### src/rtl/pfe_pkg.sv
// Package for the printf format engine: opcodes, characters and control structs.
package pfe_pkg;

  localparam logic [1:0] OP_FORMAT = 2'd0;
  localparam logic [1:0] OP_STRING = 2'd1;
  localparam logic [1:0] OP_END    = 2'd2;

  localparam logic [7:0] CH_PERCENT = 8'h25;
  localparam logic [7:0] CH_ZERO    = 8'h30;
  localparam logic [7:0] CH_NINE    = 8'h39;
  localparam logic [7:0] CH_SPACE   = 8'h20;
  localparam logic [7:0] CH_MINUS   = 8'h2D;
  localparam logic [7:0] CH_LOWER_A = 8'h61;
  localparam logic [7:0] CH_UPPER_A = 8'h41;
  localparam logic [7:0] CH_X       = 8'h78;
  localparam logic [7:0] CH_D       = 8'h64;
  localparam logic [7:0] CH_I       = 8'h69;
  localparam logic [7:0] CH_U       = 8'h75;
  localparam logic [7:0] CH_UPPER_X = 8'h58;
  localparam logic [7:0] CH_P       = 8'h70;
  localparam logic [7:0] CH_C       = 8'h63;
  localparam logic [7:0] CH_S       = 8'h73;
  localparam logic [7:0] CH_L       = 8'h6C;
  localparam logic [7:0] CH_NUL     = 8'h00;

  // "(null)" with the first character in the top byte.
  localparam logic [47:0] NULL_TEXT = 48'h28_6E_75_6C_6C_29;

  localparam int WIDTH_BITS = 6;
  localparam int DEC_DIGITS = 20;
  localparam int HEX_DIGITS = 16;

  typedef enum logic [1:0] {NUM_NONE, NUM_DEC, NUM_HEX} num_mode_t;

  typedef struct packed {
    logic [15:0]           a_text;
    logic [1:0]            a_n;
    logic [7:0]            pad_char;
    logic [WIDTH_BITS-1:0] pad_n;
    logic [47:0]           b_text;
    logic [2:0]            b_n;
    num_mode_t             num_mode;
    logic                  upper;
    logic [63:0]           mag;
    logic [WIDTH_BITS-1:0] width;
    logic                  nul;
  } plan_t;

  typedef struct packed {
    logic load;
    logic dd_step;
    logic norm_step;
    logic pad_calc;
    logic emit_step;
  } cmd_t;

  typedef struct packed {
    logic dd_last;
    logic norm_done;
    logic out_free;
    logic emit_last;
  } status_t;

endpackage

### src/rtl/pfe_datapath.sv
// Datapath: digit conversion, emission segments, length counter and result register.
module pfe_datapath
  import pfe_pkg::*;
(
  input  logic        clk,
  input  logic        rst,
  input  cmd_t        cmd,
  input  plan_t       plan,
  output status_t     stat,
  input  logic        cfg_valid,
  input  logic [31:0] cfg_data,
  output logic        out_valid,
  input  logic        out_stall,
  output logic [7:0]  out_byte,
  output logic [31:0] out_position,
  output logic        stored,
  output logic [31:0] total_length,
  output logic        last
);

  logic [31:0]           buffer_size;
  logic [31:0]           count;
  logic [15:0]           a_text;
  logic [1:0]            a_n;
  logic [7:0]            pad_char;
  logic [WIDTH_BITS-1:0] pad_n;
  logic [47:0]           b_text;
  logic [2:0]            b_n;
  logic                  upper;
  logic [WIDTH_BITS-1:0] width;
  logic                  nul;
  logic [79:0]           dig;
  logic [63:0]           bin;
  logic [4:0]            ndig;
  logic [5:0]            dd_cnt;

  logic [79:0]           dig_adj;
  logic [WIDTH_BITS-1:0] used;
  logic [3:0]            nib;
  logic [7:0]            dig_char;
  logic                  sel_a, sel_pad, sel_b, sel_dig;
  logic [1:0]            a_left;
  logic [WIDTH_BITS-1:0] pad_left;
  logic [2:0]            b_left;
  logic [4:0]            dig_left;
  logic                  nul_left;
  logic [32:0]           pos_plus;

  // Add-3 correction of every BCD digit before the shift.
  always_comb begin
    for (int k = 0; k < DEC_DIGITS; k++) begin
      dig_adj[k*4 +: 4] = (dig[k*4 +: 4] >= 4'd5) ? dig[k*4 +: 4] + 4'd3 : dig[k*4 +: 4];
    end
  end

  assign used = WIDTH_BITS'(ndig) + WIDTH_BITS'(a_n) + WIDTH_BITS'(b_n);
  assign nib  = dig[79:76];
  assign dig_char = (nib < 4'd10) ? CH_ZERO + {4'h0, nib}
                  : (upper ? CH_UPPER_A : CH_LOWER_A) + {4'h0, nib} - 8'd10;

  assign sel_a   = a_n != 2'd0;
  assign sel_pad = !sel_a && pad_n != '0;
  assign sel_b   = !sel_a && !sel_pad && b_n != 3'd0;
  assign sel_dig = !sel_a && !sel_pad && !sel_b && ndig != 5'd0;

  assign a_left   = a_n - {1'b0, sel_a};
  assign pad_left = pad_n - WIDTH_BITS'(sel_pad);
  assign b_left   = b_n - {2'b0, sel_b};
  assign dig_left = ndig - {4'b0, sel_dig};
  assign nul_left = nul && (sel_a || sel_pad || sel_b || sel_dig);

  assign pos_plus = {1'b0, count} + 33'd1;

  assign stat.dd_last   = dd_cnt == 6'd63;
  assign stat.norm_done = ndig <= 5'd1 || nib != 4'h0;
  assign stat.out_free  = !out_valid || !out_stall;
  assign stat.emit_last = a_left == 2'd0 && pad_left == '0 && b_left == 3'd0
                       && dig_left == 5'd0 && !nul_left;

  always_ff @(posedge clk) begin
    if (rst) begin
      buffer_size <= 32'd128;
      count       <= 32'd0;
      out_valid   <= 1'b0;
      a_n         <= 2'd0;
      pad_n       <= '0;
      b_n         <= 3'd0;
      ndig        <= 5'd0;
      nul         <= 1'b0;
      dd_cnt      <= 6'd0;
    end else begin
      if (cfg_valid) begin
        buffer_size <= cfg_data;
      end
      if (cmd.emit_step) begin
        out_valid <= 1'b1;
      end else if (!out_stall) begin
        out_valid <= 1'b0;
      end
      if (cmd.load) begin
        a_text   <= plan.a_text;
        a_n      <= plan.a_n;
        pad_char <= plan.pad_char;
        pad_n    <= plan.pad_n;
        b_text   <= plan.b_text;
        b_n      <= plan.b_n;
        upper    <= plan.upper;
        width    <= plan.width;
        nul      <= plan.nul;
        dd_cnt   <= 6'd0;
        bin      <= plan.mag;
        case (plan.num_mode)
          NUM_DEC: begin
            dig  <= '0;
            ndig <= 5'(DEC_DIGITS);
          end
          NUM_HEX: begin
            dig  <= {plan.mag, 16'h0};
            ndig <= 5'(HEX_DIGITS);
          end
          default: begin
            ndig <= 5'd0;
          end
        endcase
      end
      if (cmd.dd_step) begin
        {dig, bin} <= {dig_adj[78:0], bin, 1'b0};
        dd_cnt     <= dd_cnt + 6'd1;
      end
      if (cmd.norm_step) begin
        dig  <= {dig[75:0], 4'h0};
        ndig <= ndig - 5'd1;
      end
      if (cmd.pad_calc) begin
        pad_n <= (width > used) ? width - used : '0;
      end
      if (cmd.emit_step) begin
        last      <= stat.emit_last;
        if (!sel_a && !sel_pad && !sel_b && !sel_dig) begin
          // Terminator: written at the clamped position, then the count restarts.
          out_byte     <= CH_NUL;
          out_position <= (buffer_size == 32'd0) ? 32'd0
                        : (count < buffer_size) ? count : buffer_size - 32'd1;
          stored       <= buffer_size != 32'd0;
          total_length <= count;
          nul          <= 1'b0;
          count        <= 32'd0;
        end else begin
          out_position <= count;
          stored       <= pos_plus < {1'b0, buffer_size};
          total_length <= (count == 32'hFFFF_FFFF) ? count : pos_plus[31:0];
          count        <= (count == 32'hFFFF_FFFF) ? count : pos_plus[31:0];
          if (sel_a) begin
            out_byte <= a_text[15:8];
            a_text   <= {a_text[7:0], 8'h0};
          end else if (sel_pad) begin
            out_byte <= pad_char;
          end else if (sel_b) begin
            out_byte <= b_text[47:40];
            b_text   <= {b_text[39:0], 8'h0};
          end else begin
            out_byte <= dig_char;
            dig      <= {dig[75:0], 4'h0};
          end
          a_n   <= a_left;
          pad_n <= pad_left;
          b_n   <= b_left;
          ndig  <= dig_left;
        end
      end
    end
  end

endmodule

### src/rtl/pfe_control.sv
// Controller: format parser state and the sequencer of the datapath.
module pfe_control
  import pfe_pkg::*;
#(
  parameter int MAX_WIDTH = 63
) (
  input  logic        clk,
  input  logic        rst,
  input  logic        in_valid,
  output logic        in_stall,
  input  logic [1:0]  opcode,
  input  logic [7:0]  char_value,
  input  logic [63:0] arg_value,
  input  logic        arg_is_null,
  input  status_t     stat,
  output cmd_t        cmd,
  output plan_t       plan
);

  typedef enum logic [2:0] {
    PH_LITERAL, PH_PERCENT, PH_ZERO, PH_WIDTH, PH_LENGTH, PH_STRING
  } phase_t;

  typedef enum logic [2:0] {ST_IDLE, ST_DD, ST_NORM, ST_PAD, ST_EMIT} state_t;

  state_t                state;
  phase_t                phase, phase_next;
  logic                  pad_with_zero, pad_with_zero_next;
  logic [WIDTH_BITS-1:0] field_width, field_width_next;
  logic [1:0]            length_level, length_level_next;
  logic [31:0]           string_left, string_left_next;

  logic                  accept, has_output, digit, wide;
  phase_t                ph;
  logic [9:0]            width_acc;
  logic [63:0]           sval, uval;
  logic [7:0]            pc;

  assign accept   = in_valid && state == ST_IDLE;
  assign in_stall = state != ST_IDLE;
  assign digit    = char_value >= CH_ZERO && char_value <= CH_NINE;
  assign wide     = length_level != 2'd0;
  assign width_acc = 10'(field_width) * 10'd10 + 10'(char_value - CH_ZERO);
  assign sval = wide ? arg_value : {{32{arg_value[31]}}, arg_value[31:0]};
  assign uval = wide ? arg_value : {32'h0, arg_value[31:0]};
  assign pc   = pad_with_zero ? CH_ZERO : CH_SPACE;

  always_comb begin
    phase_next         = phase;
    pad_with_zero_next = pad_with_zero;
    field_width_next   = field_width;
    length_level_next  = length_level;
    string_left_next   = string_left;
    plan          = '0;
    plan.pad_char = pc;
    plan.num_mode = NUM_NONE;
    ph = phase;
    case (opcode)
      OP_FORMAT: begin
        if (phase == PH_STRING) begin
          ph = PH_LITERAL;
          string_left_next = 32'd0;
          phase_next = PH_LITERAL;
        end
        if (ph == PH_LITERAL) begin
          if (char_value == CH_PERCENT) begin
            phase_next = PH_PERCENT;
          end else begin
            plan.a_text = {char_value, 8'h0};
            plan.a_n    = 2'd1;
          end
        end else if (ph == PH_PERCENT && char_value == CH_PERCENT) begin
          plan.a_text = {CH_PERCENT, 8'h0};
          plan.a_n    = 2'd1;
          phase_next  = PH_LITERAL;
        end else if ((ph == PH_PERCENT || ph == PH_ZERO) && char_value == CH_ZERO) begin
          pad_with_zero_next = 1'b1;
          phase_next = PH_ZERO;
        end else if ((ph == PH_PERCENT || ph == PH_ZERO || ph == PH_WIDTH) && digit) begin
          field_width_next = (width_acc > 10'(MAX_WIDTH)) ? WIDTH_BITS'(MAX_WIDTH)
                                                          : width_acc[WIDTH_BITS-1:0];
          phase_next = PH_WIDTH;
        end else if (char_value == CH_L) begin
          if (length_level != 2'd2) begin
            length_level_next = length_level + 2'd1;
          end
          phase_next = PH_LENGTH;
        end else begin
          // Conversion byte: the specification ends here.
          phase_next         = PH_LITERAL;
          pad_with_zero_next = 1'b0;
          field_width_next   = '0;
          length_level_next  = 2'd0;
          plan.width = field_width;
          case (char_value)
            CH_D, CH_I: begin
              plan.num_mode = NUM_DEC;
              plan.mag = sval[63] ? ~sval + 64'd1 : sval;
              if (sval[63]) begin
                if (pad_with_zero) begin
                  plan.a_text = {CH_MINUS, 8'h0};
                  plan.a_n    = 2'd1;
                end else begin
                  plan.b_text = {CH_MINUS, 40'h0};
                  plan.b_n    = 3'd1;
                end
              end
            end
            CH_U: begin
              plan.num_mode = NUM_DEC;
              plan.mag = uval;
            end
            CH_X, CH_UPPER_X: begin
              plan.num_mode = NUM_HEX;
              plan.mag   = uval;
              plan.upper = char_value == CH_UPPER_X;
            end
            CH_P: begin
              plan.num_mode = NUM_HEX;
              plan.mag    = arg_value;
              plan.width  = '0;
              plan.a_text = {CH_ZERO, CH_X};
              plan.a_n    = 2'd2;
            end
            CH_C: begin
              plan.a_text = {arg_value[7:0], 8'h0};
              plan.a_n    = 2'd1;
            end
            CH_S: begin
              if (arg_is_null) begin
                plan.pad_n  = (field_width > WIDTH_BITS'(6)) ? field_width - WIDTH_BITS'(6)
                                                             : '0;
                plan.b_text = NULL_TEXT;
                plan.b_n    = 3'd6;
              end else begin
                plan.pad_n = (arg_value < 64'(field_width))
                           ? field_width - arg_value[WIDTH_BITS-1:0] : '0;
                string_left_next = (arg_value > 64'hFFFF_FFFF) ? 32'hFFFF_FFFF
                                                              : arg_value[31:0];
                if (arg_value != 64'd0) begin
                  phase_next = PH_STRING;
                end
              end
            end
            default: begin
              plan.a_text = {CH_PERCENT, char_value};
              plan.a_n    = 2'd2;
            end
          endcase
        end
      end
      OP_STRING: begin
        if (phase == PH_STRING && string_left != 32'd0) begin
          plan.a_text = {char_value, 8'h0};
          plan.a_n    = 2'd1;
          string_left_next = string_left - 32'd1;
          if (string_left == 32'd1) begin
            phase_next = PH_LITERAL;
          end
        end
      end
      OP_END: begin
        if (phase != PH_LITERAL && phase != PH_STRING) begin
          plan.a_text = {CH_PERCENT, 8'h0};
          plan.a_n    = 2'd1;
        end
        plan.nul           = 1'b1;
        phase_next         = PH_LITERAL;
        pad_with_zero_next = 1'b0;
        field_width_next   = '0;
        length_level_next  = 2'd0;
        string_left_next   = 32'd0;
      end
      default: begin
      end
    endcase
  end

  assign has_output = plan.a_n != 2'd0 || plan.pad_n != '0 || plan.b_n != 3'd0
                   || plan.num_mode != NUM_NONE || plan.nul;

  always_comb begin
    cmd = '0;
    case (state)
      ST_IDLE:  cmd.load = accept && has_output;
      ST_DD:    cmd.dd_step = 1'b1;
      ST_NORM:  cmd.norm_step = !stat.norm_done;
      ST_PAD:   cmd.pad_calc = 1'b1;
      ST_EMIT:  cmd.emit_step = stat.out_free;
      default: begin
      end
    endcase
  end

  always_ff @(posedge clk) begin
    if (rst) begin
      state         <= ST_IDLE;
      phase         <= PH_LITERAL;
      pad_with_zero <= 1'b0;
      field_width   <= '0;
      length_level  <= 2'd0;
      string_left   <= 32'd0;
    end else begin
      case (state)
        ST_IDLE: begin
          if (accept) begin
            phase         <= phase_next;
            pad_with_zero <= pad_with_zero_next;
            field_width   <= field_width_next;
            length_level  <= length_level_next;
            string_left   <= string_left_next;
            if (has_output) begin
              case (plan.num_mode)
                NUM_DEC: state <= ST_DD;
                NUM_HEX: state <= ST_NORM;
                default: state <= ST_EMIT;
              endcase
            end
          end
        end
        ST_DD: begin
          if (stat.dd_last) begin
            state <= ST_NORM;
          end
        end
        ST_NORM: begin
          if (stat.norm_done) begin
            state <= ST_PAD;
          end
        end
        ST_PAD: begin
          state <= ST_EMIT;
        end
        ST_EMIT: begin
          if (stat.out_free && stat.emit_last) begin
            state <= ST_IDLE;
          end
        end
        default: begin
          state <= ST_IDLE;
        end
      endcase
    end
  end

endmodule

### src/rtl/printf_format_engine.sv
// Top level of the printf format engine: controller, datapath and assertions.
// An item with no output leaves the engine idle; a text item emits one byte per cycle
// while the output is not stalled. Decimal conversions first run shift-and-add-3 binary
// to BCD conversion, and decimal or hex conversions then remove leading zeros and set padding.
// Items are taken one at a time: in_stall stays high until the last byte has been emitted.
// Synchronous reset clears parser state and the count; buffer_size returns to 128.
module printf_format_engine
  import pfe_pkg::*;
#(
  parameter int MAX_WIDTH = 63
) (
  input  logic        clk,
  input  logic        rst,
  input  logic        in_valid,
  output logic        in_stall,
  input  logic [1:0]  opcode,
  input  logic [7:0]  char_value,
  input  logic [63:0] arg_value,
  input  logic        arg_is_null,
  output logic        out_valid,
  input  logic        out_stall,
  output logic [7:0]  out_byte,
  output logic [31:0] out_position,
  output logic        stored,
  output logic [31:0] total_length,
  output logic        last,
  input  logic        cfg_valid,
  output logic        cfg_ready,
  input  logic [31:0] cfg_data
);

  cmd_t    cmd;
  status_t stat;
  plan_t   plan;

  assign cfg_ready = 1'b1;

  pfe_control #(.MAX_WIDTH(MAX_WIDTH)) u_control (
    .clk, .rst, .in_valid, .in_stall, .opcode, .char_value, .arg_value, .arg_is_null,
    .stat, .cmd, .plan
  );

  pfe_datapath u_datapath (
    .clk, .rst, .cmd, .plan, .stat, .cfg_valid, .cfg_data,
    .out_valid, .out_stall, .out_byte, .out_position, .stored, .total_length, .last
  );

`ifndef ASSERT_OFF
  a_emit_needs_room: assert property (@(posedge clk) disable iff (rst)
    cmd.emit_step |-> (!out_valid || !out_stall)) else $error("emit into full register");
  a_mid_item_busy: assert property (@(posedge clk) disable iff (rst)
    (out_valid && !last) |-> in_stall) else $error("idle before last transfer");
  a_valid_from_emit: assert property (@(posedge clk) disable iff (rst)
    $rose(out_valid) |-> $past(cmd.emit_step)) else $error("result without emit");
`endif

endmodule
### config.mk
export PLATFORM = sky130hd
export DESIGN_NAME = printf_format_engine
export DESIGN_NICKNAME = d
export VERILOG_FILES = /design/src/rtl/pfe_pkg.sv /design/src/rtl/pfe_datapath.sv /design/src/rtl/pfe_control.sv /design/src/rtl/printf_format_engine.sv
export SDC_FILE = /design/constraint.sdc
export NUM_CORES = 2
export LEC_CHECK = 0
export ABC_AREA = 1
export BUFFER_PORTS_ARGS = -buffer_cell sky130_fd_sc_hd__buf_2
export CAP_MARGIN = 15
export CORE_MARGIN = 4
export CORE_UTILIZATION = 49
export CTS_CLUSTER_SIZE = 24
export DETAILED_ROUTE_END_ITERATION = 10
export HOLD_SLACK_MARGIN = 0.15
export PLACE_DENSITY_LB_ADDON = 0.12
export SYNTH_ARGS = -nofsm -noshare
export SYNTH_HDL_FRONTEND = slang
export SYNTH_SLANG_ARGS = --single-unit
export TNS_END_PERCENT = 50
### constraint.sdc
create_clock -name clk -period 11.5 [get_ports clk]
set_input_delay 2.3 -clock clk [delete_from_list [all_inputs] [get_ports clk]]
set_output_delay 2.3 -clock clk [all_outputs]
set_load 0.02 [all_outputs]
Word level (Yosys, flattened, before mapping)
Cells that the tools add are included.
{"block": "word_totals", "in_bits": 112, "output_inout_bits": 77, "register_bits": 432, "elab_cells": 399}
{"block": "op_classes", "n_lt_le_gt_ge": 31, "add_sub_neg": 41, "bitwise": 4, "eq_ne": 44, "reduce_logical": 82, "n_mul": 1, "muxes": 168}
{"cell": "$mux 130", "count": 6}
{"cell": "$mux 80", "count": 8}
{"cell": "$mux 32", "count": 16}
{"cell": "$mux 64", "count": 5}
{"cell": "$mux 48", "count": 6}
{"cell": "$pmux 64 s3", "count": 1}
{"cell": "$pmux 80 s2", "count": 1}
{"cell": "$mux 18", "count": 7}
{"cell": "$mux 6", "count": 19}
{"cell": "$mux 16", "count": 7}
{"cell": "$pmux 51 s2", "count": 1}
{"cell": "$mux 49", "count": 2}
{"cell": "$pmux 32 s3", "count": 1}
{"cell": "$ge 4x3->1 const B", "count": 20}
{"cell": "$add 4x2->4 const B", "count": 19}
{"cell": "$mux 4", "count": 19}
{"cell": "$eq 8x7->1 const B", "count": 9}
{"cell": "$pmux 18 s4", "count": 1}
{"cell": "$mux 3", "count": 22}
{"cell": "$add 64x1->64 const B", "count": 1}
{"cell": "$gt 64x32->1 const B", "count": 1}
{"cell": "$lt 64x6->1", "count": 1}
{"cell": "$not 64->64", "count": 1}
{"cell": "$reduce_bool 32->1", "count": 2}
{"cell": "79 further kinds", "count": 195}

Logic depth before layout (Yosys ltp)
{"block": "depth", "depth_word": 27, "mapped_depth": 25}

Hierarchy
From an unflattened synthesis, not the netlist that was laid out.
{"block": "hier_totals", "cells_unflattened": 4679, "area_unflattened_um2": 33160.6}
{"mod": "pfe_datapath", "area_per_inst_um2": 23915.4, "seq_area_each_um2": 10680.2, "instances": 1, "cells_each": 3041}
{"mod": "pfe_control", "area_per_inst_um2": 9233.9, "seq_area_each_um2": 940.9, "instances": 1, "cells_each": 1636}
{"mod": "printf_format_engine", "area_per_inst_um2": 11.3, "seq_area_each_um2": 0.0, "instances": 1, "cells_each": 2}

Worst setup path after synthesis
Ideal clock, no wire load.
{"block": "synth_timing", "kind": "input to register", "from": "input rst", "to": "register u_control.string_left[10]", "t_arrival_ns": 7.549, "required_ns": 11.422, "path_slack_ns": 3.873, "path_stages": 5, "setup_ns": 0.078, "path_cell_list": "inv_1 clkbuf_1 clkbuf_1 o221ai_1 inv_1"}
{"element": "from (decl)", "line": "printf_format_engine.sv:13", "rtl": "input logic rst,"}
{"element": "to (signal assigned)", "line": "pfe_control.sv:211", "rtl": "string_left <= string_left_next;"}
{"element": "to (decl)", "line": "pfe_control.sv:31", "rtl": "logic [31:0] string_left, string_left_next;"}
No word-level cell between the ends.

Worst setup path after layout
{"block": "layout_timing", "from": "input char_value[4]", "to": "register u_datapath.b_text[34], data pin"}
{"block": "layout_between", "elab_chain_cells": 22, "elab_cells_between_ends": 54}
{"element": "from (decl)", "line": "printf_format_engine.sv:17", "rtl": "input logic [7:0] char_value,"}
{"element": "$eq 8x7->1", "line": "pfe_control.sv:95", "rtl": "case (char_value)"}
{"element": "$reduce_or 4->1 (no line) / $reduce_or 2->1 (equally long branches)"}
{"element": "$pmux 18 s4", "line": "pfe_control.sv:95"}
{"element": "$mux 18", "line": "pfe_control.sv:83", "rtl": "end else if (char_value == CH_L) begin"}
{"element": "$mux 18", "line": "pfe_control.sv:79", "rtl": "end else if ((ph == PH_PERCENT || ph == PH_ZERO || ph == PH_WIDTH) && digit) begin"}
{"element": "$mux 18", "line": "pfe_control.sv:76", "rtl": "end else if ((ph == PH_PERCENT || ph == PH_ZERO) && char_value == CH_ZERO) begin"}
{"element": "$mux 18", "line": "pfe_control.sv:72", "rtl": "end else if (ph == PH_PERCENT && char_value == CH_PERCENT) begin"}
{"element": "$mux 18", "line": "pfe_control.sv:65", "rtl": "if (ph == PH_LITERAL) begin"}
{"element": "[6 not listed]"}
{"element": "$logic_and 1x1->1", "line": "pfe_control.sv:185", "rtl": "ST_IDLE: cmd.load = accept && has_output;"}
{"element": "$mux 1", "line": "pfe_control.sv:184", "rtl": "case (state)"}
{"element": "$mux 48 *", "line": "pfe_datapath.sv:100", "rtl": "if (cmd.load) begin"}
{"element": "$mux 48", "line": "pfe_datapath.sv:158", "rtl": "end else if (sel_b) begin"}
{"element": "$mux 48", "line": "pfe_datapath.sv:156", "rtl": "end else if (sel_pad) begin"}
{"element": "$mux 48", "line": "pfe_datapath.sv:153", "rtl": "if (sel_a) begin"}
{"element": "$mux 48", "line": "pfe_datapath.sv:139", "rtl": "if (!sel_a && !sel_pad && !sel_b && !sel_dig) begin"}
{"element": "$mux 48 *", "line": "pfe_datapath.sv:137", "rtl": "if (cmd.emit_step) begin"}
{"element": "to (signal assigned)", "line": "pfe_datapath.sv:105", "rtl": "b_text <= plan.b_text;"}
{"element": "to (signal assigned)", "line": "pfe_datapath.sv:160", "rtl": "b_text <= {b_text[39:0], 8'h0};"}
{"element": "to (decl)", "line": "pfe_datapath.sv:27", "rtl": "logic [47:0] b_text;"}
Mark *: on every way between the ends. The rest lies on a longest branch, timed or not.
A chain may end at the register's enable or synchronous reset.

==> results.cfg <==
[run_status]
status = finished, final reports clean

[synth]
yosysTopAreaCell = edfxtp_1
syn_area_per_cell_sq_um = 7.12
seq_area_frac_synth_pct = 36.2
synth_area_sq_mm = 0.0315
synthCells = 4428
syn_nets = 4715
netlist.area_leader.share_pct = 27.6
synthArstFlopShare_pct = 0
ys_ff_latch = 425
ys_warn_count = 0
synth-edff-count = 290
synth_flop_cell = edfxtp_1
synth_cell_types = 61
synth.area.top_cells = edfxtp_1 (28%), nand2_1 (11%), dfxtp_1 (8.6%), o21ai_0 (6.8%), ha_1 (6.7%)

[setup_path]
cp.arrival_ns = 6.97
crit_buf_inv = 7
end_kind = register
path_delay_family = simple AND/OR/NAND/NOR gates
max_stage_delay_ns = 0.76
cpMostUsedCell = inv_1
cp_slowest_cell = or2_1
start_kind = primary input
cp_cell_sequence = buf_2, inv_1, ha_1, inv_1, nor2_1, nand2_2, clkinv_2, nand4_1, nand2_1, inv_1, nand3_1, nor2_2, nand3_4, nand2_4, buf_4, or2_1, nand2_1, inv_2, a21oi_2
critPathRequiredTime_ns = 11.85
worstPathMaxFanout = 58
crit_type = in2reg

[timing]
final-setup-viol-count = 0
rsz0062_at_grt = no
max-slew-margin-rel_pct = 20.0
max_freq_mhz = 151
fin_crit_sh_pct = 57.6
final_max_slew_viol_count = 0
worst_slew_pin_slew_ns = 1.20
finalHoldViolations = 0
fin_crit_ns = 6.62
setup_tns_ns = 0
hold_ws_ns = 0.473
clock_skew_ns = 0.0144

[routing]
routed_wirelength_microns = 100000
drt_iter0_drc = 3186
wl_met3_microns = 5990
drc = 0
routed-wl-met2_microns = 47800
drtPass1Iterations = 6
via_per_inst = 5.73
routedWlPerCell_microns = 18.7
top_layer_used = met5
num_vias = 30821
met1Wirelength_microns = 42500
ant_nets = 0

[worst_hold_path]
hp-class = reg2reg

[clock_network]
post-cts-setup-buffers = 0
clock_latency_ns = 0.61
cts_tree = done
cts_max_level = 2
hold_buffers = 0
cts_root_buf = clkbuf_16
cts_buffers = 51
cts_sinks = 425
cts.path.max_buffers = 3
path_clk_slew_ns = 0.06
ctsResizeCount = 0

[power]
p_comb_share_pct = 38.4
p_total_mw = 6.35
p_sw_share_pct = 40.7
power.switching_mw = 2.58
p_leak_nw = 14.8
p_per_area_mw_per_mm2 = 184
pwr-share-seq_pct = 35.7
p_int_mw = 3.76
clkPwrFrac_pct = 25.9
peakVddDrop_mv = 0.127

[die]
start_util_pct = 49.7
die_area_sq_mm = 0.0685
core_sq_mm = 0.0634
io_pins = 189
die_y_microns = 262
die_x_microns = 262
fp-row-count = 92

[global_route]
grt_antenna_before_repair = 5
gr-usage-all-layers_pct = 28.6
grt_start_max_net_pins = 118
grt_overflow = 0
grt_pass1_wl_microns = 158000
grt_pass1_vias = 28670

[finish]
fin_nets = 4780
drive_above_1_share_pct = 8.49
stdcell_area_sq_mm = 0.0346
area_growth_pct = 9.64
multi_input_area_sq_mm = 0.0175
regArea_sq_mm = 0.0114
final_core_util_pct = 54.5
fill_cells = 6283

[place]
place_area_sq_mm = 0.0329
place_congestion = 0.980
portBuffers = 187
hpwl_microns = 71600

[job]
cap_violations = 0
metrics by stage:
step,std cells,setup WS (ns)
floorplan,4428,3.87
finish,5382,4.88
global placement,5285,4.41
global route,5379,4.49
CTS,5378,4.96
detailed placement,5285,4.32
worst reg2reg max path, cell delays in order (launching register included):
cell,delay (ns)
dfxtp_1,0.30
inv_1,0.08
ha_1,0.37
inv_2,0.44
nand2_1,0.17
nand2_2,0.08
buf_4,0.56
inv_1,0.59
nor2_1,0.21
nand4_1,0.24
nand2_1,0.14
inv_1,0.04
nand3_1,0.09
nor2_2,0.06
nand3_4,0.18
nand2_4,0.13
inv_2,0.40
nor2_2,0.19
nor2_4,0.11
buf_4,0.65
cell usage after synthesis (10+ instances only):
cell / number
nor2_1: 480
xnor2_1: 11
a31oi_1: 65
o221ai_2: 10
o31ai_1: 10
clkbuf_1: 141
a21oi_1: 394
buf_2: 39
ha_1: 168
buf_1: 11
nand3b_1: 14
o211ai_1: 78
o22ai_1: 24
inv_1: 445
dfxtp_1: 135
or2_2: 12
o21ai_0: 426
nor3_1: 44
a221oi_1: 13
nand4_1: 66
xor2_1: 85
a211oi_1: 13
edfxtp_1: 290
inv_2: 20
nand2_1: 960
nand3_1: 342
nor4_1: 11
o21ai_1: 18
placed cells by master (no fill, tap or decap), types with 135 or more instances in the layout:
master and count:
a21oi_1 394, buf_2 187, dfxtp_1 135, edfxtp_1 290
ha_1 167, inv_1 441, nand2_1 956, nand3_1 342
nor2_1 478, o21ai_0 426
power groups by stage:
stage / clock [mW] / combinational [mW] / sequential, mW
2_1_floorplan: 0 / 1.76 / 2.28
3_3_place_gp: 0 / 2.37 / 2.29
3_5_place_dp: 0 / 2.40 / 2.29
4_1_cts: 1.67 / 2.42 / 2.26
5_1_grt: 1.73 / 2.77 / 2.30
6_report: 1.64 / 2.44 / 2.27
registers in the layout, indices dropped and copies added (netlist names), 2 cells and up:
name	cells
u_control.field_width	6
u_control.length_level	2
u_control.phase	3
u_control.state	3
u_control.string_left	32
u_datapath.a_n	2
u_datapath.a_text	16
u_datapath.b_n	3
u_datapath.b_text	48
u_datapath.bin	64
u_datapath.buffer_size	32
u_datapath.count	32
u_datapath.dd_cnt	6
u_datapath.dig	80
u_datapath.ndig	5
u_datapath.out_byte	8
u_datapath.out_position	32
u_datapath.pad_n	6
u_datapath.total_length	32
u_datapath.width	6
cells by family after synthesis:
family / after synthesis / synth area share (%)
xor gates and xnor gates: 96 / 2.67
AOI/OAI and AO/OA: 1086 / 19.2
DFF: 425 / 36.2
adders and majority gates: 175 / 7.11
other: 1 / 0.0119
buffers and inverters: 675 / 8.43
and+or+nand+nor: 1970 / 26.4
path summary, 6_finish.rpt:
check / from / endpoint / slack, ns / depth (start not counted)
setup reg to reg: u_control.length_level[0]$_SDFFE_PP0P_ / u_datapath.bin[50]$_DFFE_PP_ / 5.99 / 19
setup / recovery: char_value[4] / u_datapath.b_text[34]$_DFFE_PN_ / 4.88 / 19
hold reg to reg: u_datapath.dd_cnt[3]$_SDFFE_PP0N_ / u_datapath.dd_cnt[3]$_SDFFE_PP0N_ / 0.47 / 2
hold / removal: u_datapath.dd_cnt[3]$_SDFFE_PP0N_ / u_datapath.dd_cnt[3]$_SDFFE_PP0N_ / 0.47 / 2
metal layers:
layer | GRT usage (%) | up-vias
li1 | - | 15276
met1 | 37.4 | 14247
met2 | 48.7 | 1084
met3 | 3.27 | 212
met4 | 11.0 | 2
met5 | 0 | -
layout make-up:
class                           count  share of cell area [%]
Antenna cell                        3                  0.0217
Clock buffer                       57                    3.76
Timing Repair Buffer              217                    3.39
Clock inverter                     36                   0.995
Tap cell                          846                    3.06
Multi-Input combinational cell   3328                    50.6
Inverter                          470                    5.14
Sequential cell                   425                    33.0
Power figures use the tool's default switching activity.
